<file path="config.mk">
export PLATFORM = sky130hd
export DESIGN_NAME = absmax_int8_quantizer_core
export DESIGN_NICKNAME = d
export VERILOG_FILES = /design/src/rtl/aiq_pkg.sv /design/src/rtl/absmax_int8_quantizer_core.sv
export SDC_FILE = /design/constraint.sdc
export NUM_CORES = 2
export LEC_CHECK = 0
export BUFFER_PORTS_ARGS = -buffer_cell sky130_fd_sc_hd__buf_4
export CAP_MARGIN = 20
export CELL_PAD_IN_SITES_DETAIL_PLACEMENT = 1
export CELL_PAD_IN_SITES_GLOBAL_PLACEMENT = 1
export CORE_ASPECT_RATIO = 0.6
export CORE_MARGIN = 5
export CORE_UTILIZATION = 55
export DETAILED_ROUTE_END_ITERATION = 6
export GPL_ROUTABILITY_DRIVEN = 0
export HOLD_SLACK_MARGIN = 0.12
export PLACE_DENSITY = 0.78
export SYNTH_ARGS = -nofsm -noshare
export SYNTH_HDL_FRONTEND = slang
export SYNTH_SLANG_ARGS = --single-unit
</file>
<file path="constraint.sdc">
create_clock -name i_clk -period 6.6 [get_ports i_clk]
set_input_delay 0 -clock i_clk [delete_from_list [all_inputs] [get_ports i_clk]]
set_output_delay 0 -clock i_clk [all_outputs]
set_load 0.01 [all_outputs]
</file>
<file path="src/rtl/aiq_pkg.sv">
// Shared types and constants for the absmax int8 quantizer.
// No dependencies; imported by the core and its checker.
`default_nettype none

package aiq_pkg;

    localparam int SAMPLE_W  = 16;   // input sample width
    localparam int MAG_W     = 17;   // magnitude, holds 32768
    localparam int CODE_W    = 8;    // int8 code
    localparam int CMAG_W    = 7;    // code magnitude, 0..127
    localparam int DEQ_W     = 16;   // dequantized value
    localparam int NUM_W     = 22;   // widest dividend, 127 * 32768
    localparam int QUO_W     = 16;   // quotient shift register
    localparam int STEP_W    = 5;    // divider step counter

    localparam int CODE_STEPS = 8;   // quotient of x*127/max stays below 2^8
    localparam int DEQ_STEPS  = 16;  // quotient of code*max/127 stays below 2^16

    localparam logic [MAG_W-1:0]  QSCALE    = MAG_W'(127);
    localparam logic [CMAG_W-1:0] CODE_MAX  = 7'd127;
    localparam logic [DEQ_W-1:0]  DEQ_POS_MAX = 16'h7FFF;

    typedef enum logic [2:0] {
        S_IDLE,
        S_READ,
        S_LOAD_CODE,
        S_DIV_CODE,
        S_ROUND_CODE,
        S_LOAD_DEQ,
        S_DIV_DEQ,
        S_EMIT
    } t_state;

endpackage

`default_nettype wire

</file>
<file path="src/rtl/absmax_int8_quantizer_core.sv">
// After the last sample, each result goes through read, load, 8 divide steps, round, load,
// 16 divide steps and emit; an all-zero vector skips the divider and goes from load to emit.
// Loading accepts a sample on each start while idle; busy stays high for the whole output run,
// and the single restoring divider is shared by both divisions.
// Reset: synchronous active-low i_rst_n clears the sequencer, running max and fill count;
// the sample store is not cleared. Results cannot be stalled by the receiver.
`default_nettype none

module absmax_int8_quantizer_core
    import aiq_pkg::*;
#(
    parameter int MAX_LEN = 64
) (
    input  wire                        i_clk,
    input  wire                        i_rst_n,
    input  wire                        start,
    output logic                       busy,
    input  wire signed [SAMPLE_W-1:0]  i_sample,
    input  wire                        i_last,
    output logic                       o_valid,
    output logic signed [CODE_W-1:0]   o_code,
    output logic signed [DEQ_W-1:0]    o_dequant_value,
    output logic [SAMPLE_W-1:0]        o_abs_max,
    output logic                       o_run_end
);

    localparam int CW = $clog2(MAX_LEN + 1);
    localparam int AW = (MAX_LEN > 1) ? $clog2(MAX_LEN) : 1;

    // control
    t_state               r_state, n_state;
    logic [CW-1:0]        r_count, n_count;
    logic [CW-1:0]        r_len,   n_len;
    logic [CW-1:0]        r_idx,   n_idx;
    logic [MAG_W-1:0]     r_max,   n_max;
    logic [STEP_W-1:0]    r_step,  n_step;
    logic                 r_valid, n_valid;

    // datapath
    logic [SAMPLE_W-1:0]  r_mem [MAX_LEN];
    logic signed [SAMPLE_W-1:0] r_rd_data;
    logic [MAG_W-1:0]     r_rem,  n_rem;
    logic [QUO_W-1:0]     r_quo,  n_quo;
    logic [MAG_W-1:0]     r_den,  n_den;
    logic                 r_neg,  n_neg;
    logic [CMAG_W-1:0]    r_cmag, n_cmag;
    logic signed [CODE_W-1:0]   r_code, n_code;
    logic signed [DEQ_W-1:0]    r_deq,  n_deq;
    logic [SAMPLE_W-1:0]  r_amax, n_amax;
    logic                 r_end,  n_end;

    logic                 accept;
    logic                 store_ok;
    logic [MAG_W-1:0]     in_mag;
    logic [MAG_W-1:0]     rd_mag;
    logic [NUM_W-1:0]     num_code;
    logic [NUM_W-1:0]     num_deq;
    logic [MAG_W:0]       div_try;
    logic                 div_ge;
    logic [MAG_W:0]       two_rem;
    logic                 round_up;
    logic [CODE_W:0]      q_code;
    logic [QUO_W:0]       q_deq;
    logic                 last_elem;

    assign busy            = (r_state != S_IDLE);
    assign accept          = start && !busy;
    assign store_ok        = (r_count < CW'(MAX_LEN));
    assign o_valid         = r_valid;
    assign o_code          = r_code;
    assign o_dequant_value = r_deq;
    assign o_abs_max       = r_amax;
    assign o_run_end       = r_end;

    always_comb begin
        in_mag = i_sample[SAMPLE_W-1] ? (MAG_W'(0) - MAG_W'(i_sample)) : MAG_W'(i_sample);
        rd_mag = r_rd_data[SAMPLE_W-1] ? (MAG_W'(0) - MAG_W'(r_rd_data)) : MAG_W'(r_rd_data);
        num_code = NUM_W'({rd_mag, 7'b0} - {7'b0, rd_mag});
        num_deq  = NUM_W'(r_cmag) * NUM_W'(r_max);
        // one restoring step of the shared divider
        div_try  = {r_rem, r_quo[QUO_W-1]};
        div_ge   = (div_try >= {1'b0, r_den});
        // round half to even on the finished quotient
        two_rem  = {r_rem, 1'b0};
        round_up = (two_rem > {1'b0, r_den}) || ((two_rem == {1'b0, r_den}) && r_quo[0]);
        q_code   = {1'b0, r_quo[CODE_W-1:0]} + (CODE_W+1)'(round_up);
        q_deq    = {1'b0, r_quo} + (QUO_W+1)'(round_up);
        last_elem = ({1'b0, r_idx} + (CW+1)'(1)) == {1'b0, r_len};
    end

    always_comb begin
        n_state = r_state;
        n_count = r_count;
        n_len   = r_len;
        n_idx   = r_idx;
        n_max   = r_max;
        n_step  = r_step;
        n_valid = 1'b0;
        n_rem   = r_rem;
        n_quo   = r_quo;
        n_den   = r_den;
        n_neg   = r_neg;
        n_cmag  = r_cmag;
        n_code  = r_code;
        n_deq   = r_deq;
        n_amax  = r_amax;
        n_end   = r_end;

        unique case (r_state)
            S_IDLE: begin
                if (accept) begin
                    if (store_ok) begin
                        n_count = r_count + CW'(1);
                        if (in_mag > r_max) begin
                            n_max = in_mag;
                        end
                    end
                    if (i_last) begin
                        n_len   = store_ok ? (r_count + CW'(1)) : r_count;
                        n_idx   = '0;
                        n_state = S_READ;
                    end
                end
            end
            S_READ: begin
                n_state = S_LOAD_CODE;
            end
            S_LOAD_CODE: begin
                n_neg = r_rd_data[SAMPLE_W-1];
                if (r_max == '0) begin
                    // all-zero vector: skip the divider
                    n_cmag  = '0;
                    n_code  = '0;
                    n_rem   = '0;
                    n_quo   = '0;
                    n_den   = QSCALE;
                    n_state = S_EMIT;
                end else begin
                    n_rem   = MAG_W'(num_code[NUM_W-1:CODE_STEPS]);
                    n_quo   = {num_code[CODE_STEPS-1:0], (QUO_W-CODE_STEPS)'(0)};
                    n_den   = r_max;
                    n_step  = STEP_W'(CODE_STEPS - 1);
                    n_state = S_DIV_CODE;
                end
            end
            S_DIV_CODE, S_DIV_DEQ: begin
                n_rem  = div_ge ? MAG_W'(div_try - {1'b0, r_den}) : div_try[MAG_W-1:0];
                n_quo  = {r_quo[QUO_W-2:0], div_ge};
                n_step = r_step - STEP_W'(1);
                if (r_step == '0) begin
                    n_state = (r_state == S_DIV_CODE) ? S_ROUND_CODE : S_EMIT;
                end
            end
            S_ROUND_CODE: begin
                n_cmag  = (q_code > (CODE_W+1)'(CODE_MAX)) ? CODE_MAX : q_code[CMAG_W-1:0];
                n_state = S_LOAD_DEQ;
            end
            S_LOAD_DEQ: begin
                n_code  = r_neg ? (CODE_W'(0) - CODE_W'(r_cmag)) : CODE_W'(r_cmag);
                n_rem   = MAG_W'(num_deq[NUM_W-1:DEQ_STEPS]);
                n_quo   = num_deq[QUO_W-1:0];
                n_den   = QSCALE;
                n_step  = STEP_W'(DEQ_STEPS - 1);
                n_state = S_DIV_DEQ;
            end
            S_EMIT: begin
                if (r_max == '0) begin
                    n_deq = '0;
                end else if (r_neg) begin
                    n_deq = DEQ_W'((QUO_W+1)'(0) - q_deq);
                end else if (q_deq > (QUO_W+1)'(DEQ_POS_MAX)) begin
                    n_deq = DEQ_POS_MAX;
                end else begin
                    n_deq = q_deq[DEQ_W-1:0];
                end
                n_amax  = r_max[SAMPLE_W-1:0];
                n_end   = last_elem;
                n_valid = 1'b1;
                if (last_elem) begin
                    // close the vector, start fresh
                    n_max   = '0;
                    n_count = '0;
                    n_state = S_IDLE;
                end else begin
                    n_idx   = r_idx + CW'(1);
                    n_state = S_READ;
                end
            end
            default: begin
                n_state = S_IDLE;
            end
        endcase
    end

    always_ff @(posedge i_clk) begin
        if (!i_rst_n) begin
            r_state <= S_IDLE;
            r_count <= '0;
            r_len   <= '0;
            r_idx   <= '0;
            r_max   <= '0;
            r_step  <= '0;
            r_valid <= 1'b0;
        end else begin
            r_state <= n_state;
            r_count <= n_count;
            r_len   <= n_len;
            r_idx   <= n_idx;
            r_max   <= n_max;
            r_step  <= n_step;
            r_valid <= n_valid;
        end
    end

    always_ff @(posedge i_clk) begin
        r_rem  <= n_rem;
        r_quo  <= n_quo;
        r_den  <= n_den;
        r_neg  <= n_neg;
        r_cmag <= n_cmag;
        r_code <= n_code;
        r_deq  <= n_deq;
        r_amax <= n_amax;
        r_end  <= n_end;
    end

    // sample store: one write port, one registered read port
    always_ff @(posedge i_clk) begin
        if (accept && store_ok) begin
            r_mem[r_count[AW-1:0]] <= i_sample;
        end
        if (r_state == S_READ) begin
            r_rd_data <= r_mem[r_idx[AW-1:0]];
        end
    end

endmodule

`default_nettype wire

</file>
==> metrics.txt <==
RSZ-0062 raised after global routing no; Post-Syn Area per Cell around 17 um2; CTS resizes 0; Setup TNS 0 ns; cell family with most CP delay adder cells; Tcrit/Tclk final 89.5%; worst reg-to-reg path cell count 15; postcts setup bufs 0; Final #Nets between 3000 and 4000; Core Box Area approximately 96000 um2; Synthesis Warnings 0; placement row count 88; measured slew at the worst slew-check pin between 1 and 1.5 ns; synth-to-layout area growth 11.1%; CP Capture Type register; Final min period around 5.9 ns; total track usage 29.3%; Critical Path AT about 6.3 ns; Die H about 250 um; Initial Utilization between 50% and 60%; clk sinks ~1200; via count ~30000; Hold Crit Start start; Req. time, crit path between 7 and 8 ns; count leader, synth edfxtp_1; setup violation total in the final timing report 0; Yosys reg bits roughly 1200; DIE AREA between 100000 and 150000 um2; GRT met1 Usage 45.6%; clock tree buffer depth 3; Max Cap Viol 0; Crit-path slowest cell edfxtp_1; Achievable Freq ~170 MHz; Clock Latency Late Sink 0.72 ns; Synth Instances 3070; Hold Path Class primary input to register; grt met3 use a little under a tenth; sequential share of the synthesized area 66.4%; routed len/inst 32.8 um; worst r2r dst r_rem[4]$_DFFE_PP_; initial antenna violation count 11; CP dominant cell by count fa_1; cell taking the most area after synthesis edfxtp_1; pre-CTS setup slack 0.869 ns; design area 58800 um2; fin worst setup slack 0.693 ns; CTS root buf clkbuf_16; DRC 0; Primary FF master, synth edfxtp_1; DR vias/cell 6.65; layout cell share with drive strength beyond 1 20.8%; post-synthesis cell type count 80; status finished, final reports clean; crit start category register; Fin. Hold Viols 0; first-pass GRT wire length 218000 um; top-area cell type share of the netlist area 64.6%; worst hold endpoint r_count[2]$_SDFFE_PN0P_; initial DRC count 3947; kind of critical path register to register; GRT overflow 0; Crit path depth 15; reg-to-reg startpoint r_cmag[2]$_SDFFCE_PN0P_; crit path cell chain and2_1 > fa_1 > fa_1 > fa_1 > inv_1 > fa_1 > inv_1 > ha_1 > and3_1 > a221o_1 > a21oi_1 > a31oi_1 > o41ai_1 > xor2_1 > o221ai_1; Crit Path Max Fanout 21; PortBufs between 60 and 70; CTS buffer count between 100 and 150; Post-synth EDFFs roughly 1100; HPWL after DPL 95900 um; asr flop ratio synth 0%; reg2reg setup slack 0.69 ns; antenna-violating nets left 0; met2 Use GR between 40% and 50%; vias in the first global route around 31000; WHS 0.338 ns; VDD IR max 0.000222 V; cts hold-fix bufs 21; drt pass-1 iters 6; width of the die 410 um; power density over the cells ~360 nW/um2; Slew HR between 10% and 20%; Mapped Nets 3256; GRT busiest layer met1; final wirelength 149000 um; placed instance area ~55000 um2; Largest stage delay, worst path approximately 0.86 ns; H-Tree Level Count 3; dominant cells by area after synthesis edfxtp_1, mux4_2, fa_1, ha_1, dfxtp_1; Max Slew Vio Count 0; Min-Delay Path Depth 4; Post-synth top cells edfxtp_1, mux4_2, nand2_1, inv_1, nor2_1; largest net degree at the start of global routing 156; CTS tree yes; I/O pin count 63; Mapped Area between 50000 and 60000 um2; Worst Path Buf+Inv 2; # fillers 8397; Clock Skew around 0.044 ns; Static Leak 19.4 nW; clock-pin slew on the worst setup and hold paths 0.07 ns
[cells in the final DEF (no fill, tap or decap), types with 31 or more instances in the layout]
cell       netlist  layout
xnor2_1         85      85
nor3_1          49      48
a21oi_1         56      56
edfxtp_1      1139    1139
ha_1            92      92
mux4_2         336     336
inv_1          163     163
o21ai_0         67      66
mux2i_1         31      31
xor2_1          38      38
clkbuf_16        0     108
buf_4            1     150
dfxtp_1         47      44
and2_1          70      70
nand2_1        176     176
fa_1            74      74
nor2_1         160     157
nand3_1         39      39
[worst max path at each step]
stage	end	slack [ns]	start
after CTS	r_rem[4]$_DFFE_PP_	0.83	r_cmag[5]$_SDFFCE_PN0P_
after detailed placement	r_rem[4]$_DFFE_PP_	0.87	r_cmag[5]$_SDFFCE_PN0P_
final	r_rem[4]$_DFFE_PP_	0.69	r_cmag[2]$_SDFFCE_PN0P_
after global routing	r_rem[4]$_DFFE_PP_	0.47	r_cmag[2]$_SDFFCE_PN0P_
after global placement	r_rem[4]$_DFFE_PP_	1.11	r_cmag[5]$_SDFFCE_PN0P_
after floorplan	r_rem[5]$_DFFE_PP_	1.49	r_cmag[1]$_SDFFCE_PN0P_
[registers in the layout, summed over array words and instances, names as in the netlist, 8 cells and up]
| signal | count |
|---|---|
| r_quo | 16 |
| o_code | 8 |
| r_rem | 17 |
| r_mem | 1024 |
| o_abs_max | 16 |
| r_den | 17 |
| r_rd_data | 16 |
| r_max | 17 |
| o_dequant_value | 16 |
[cell type report]
type | instances | area, um2 | area share [%]
timing repair buffer | 178 | 1430 | 2.43
inverter | 166 | 626 | 1.06
antenna | 4 | 10.0 | 0.0170
sequential | 1186 | 35200 | 59.8
multi-input combinational | 1563 | 16600 | 28.2
clock inverter | 67 | 632 | 1.07
tap | 1260 | 1580 | 2.68
clock buffer | 130 | 2800 | 4.75
[through the flow]
stage / total power [mW] / util [%] / cells
after detailed placement: 14.5 / 57.5 / 4327
after CTS: 20.8 / 61.3 / 4545
final: 20.9 / 61.4 / 4554
after floorplan: 12.6 / - / 3070
after global placement: 14.2 / 57.5 / 4325
after global routing: 21.8 / 61.4 / 4550
[worst reg2reg max path: stages, from the launching register on]
cell and delay, ns:
edfxtp_1 0.86, and2_1 0.27, fa_1 0.45, fa_1 0.48, fa_1 0.54, inv_1 0.06
fa_1 0.57, inv_1 0.06, ha_1 0.36, and3_1 0.24, a221o_1 0.37, a21oi_1 0.33
a31oi_1 0.17, o41ai_1 0.40, xor2_1 0.27, o221ai_1 0.16
[cell families after synthesis]
group / share of synthesized area, %
buffers and inverters: 2.32
adders and majority gates: 4.98
xor gates and xnor gates: 2.14
DFF: 66.4
and+or+nand+nor: 5.46
other: 0.0142
muxes: 15.0
AOI/OAI and AO/OA: 3.72
[power breakdown]
| group | internal (mW) | switching (mW) |
|---|---|---|
| registers | 8.77 | 0.444 |
| logic | 1.92 | 3.55 |
| clock network | 3.39 | 2.83 |
[layer usage]
layer  wire length (um)  vias up
met5                  7        -
met4               2720        2
met3              19300      203
met2              64000     1746
met1              63400    16100
li1                   -    12300
Note: power is estimated with default switching activity, not from simulation.
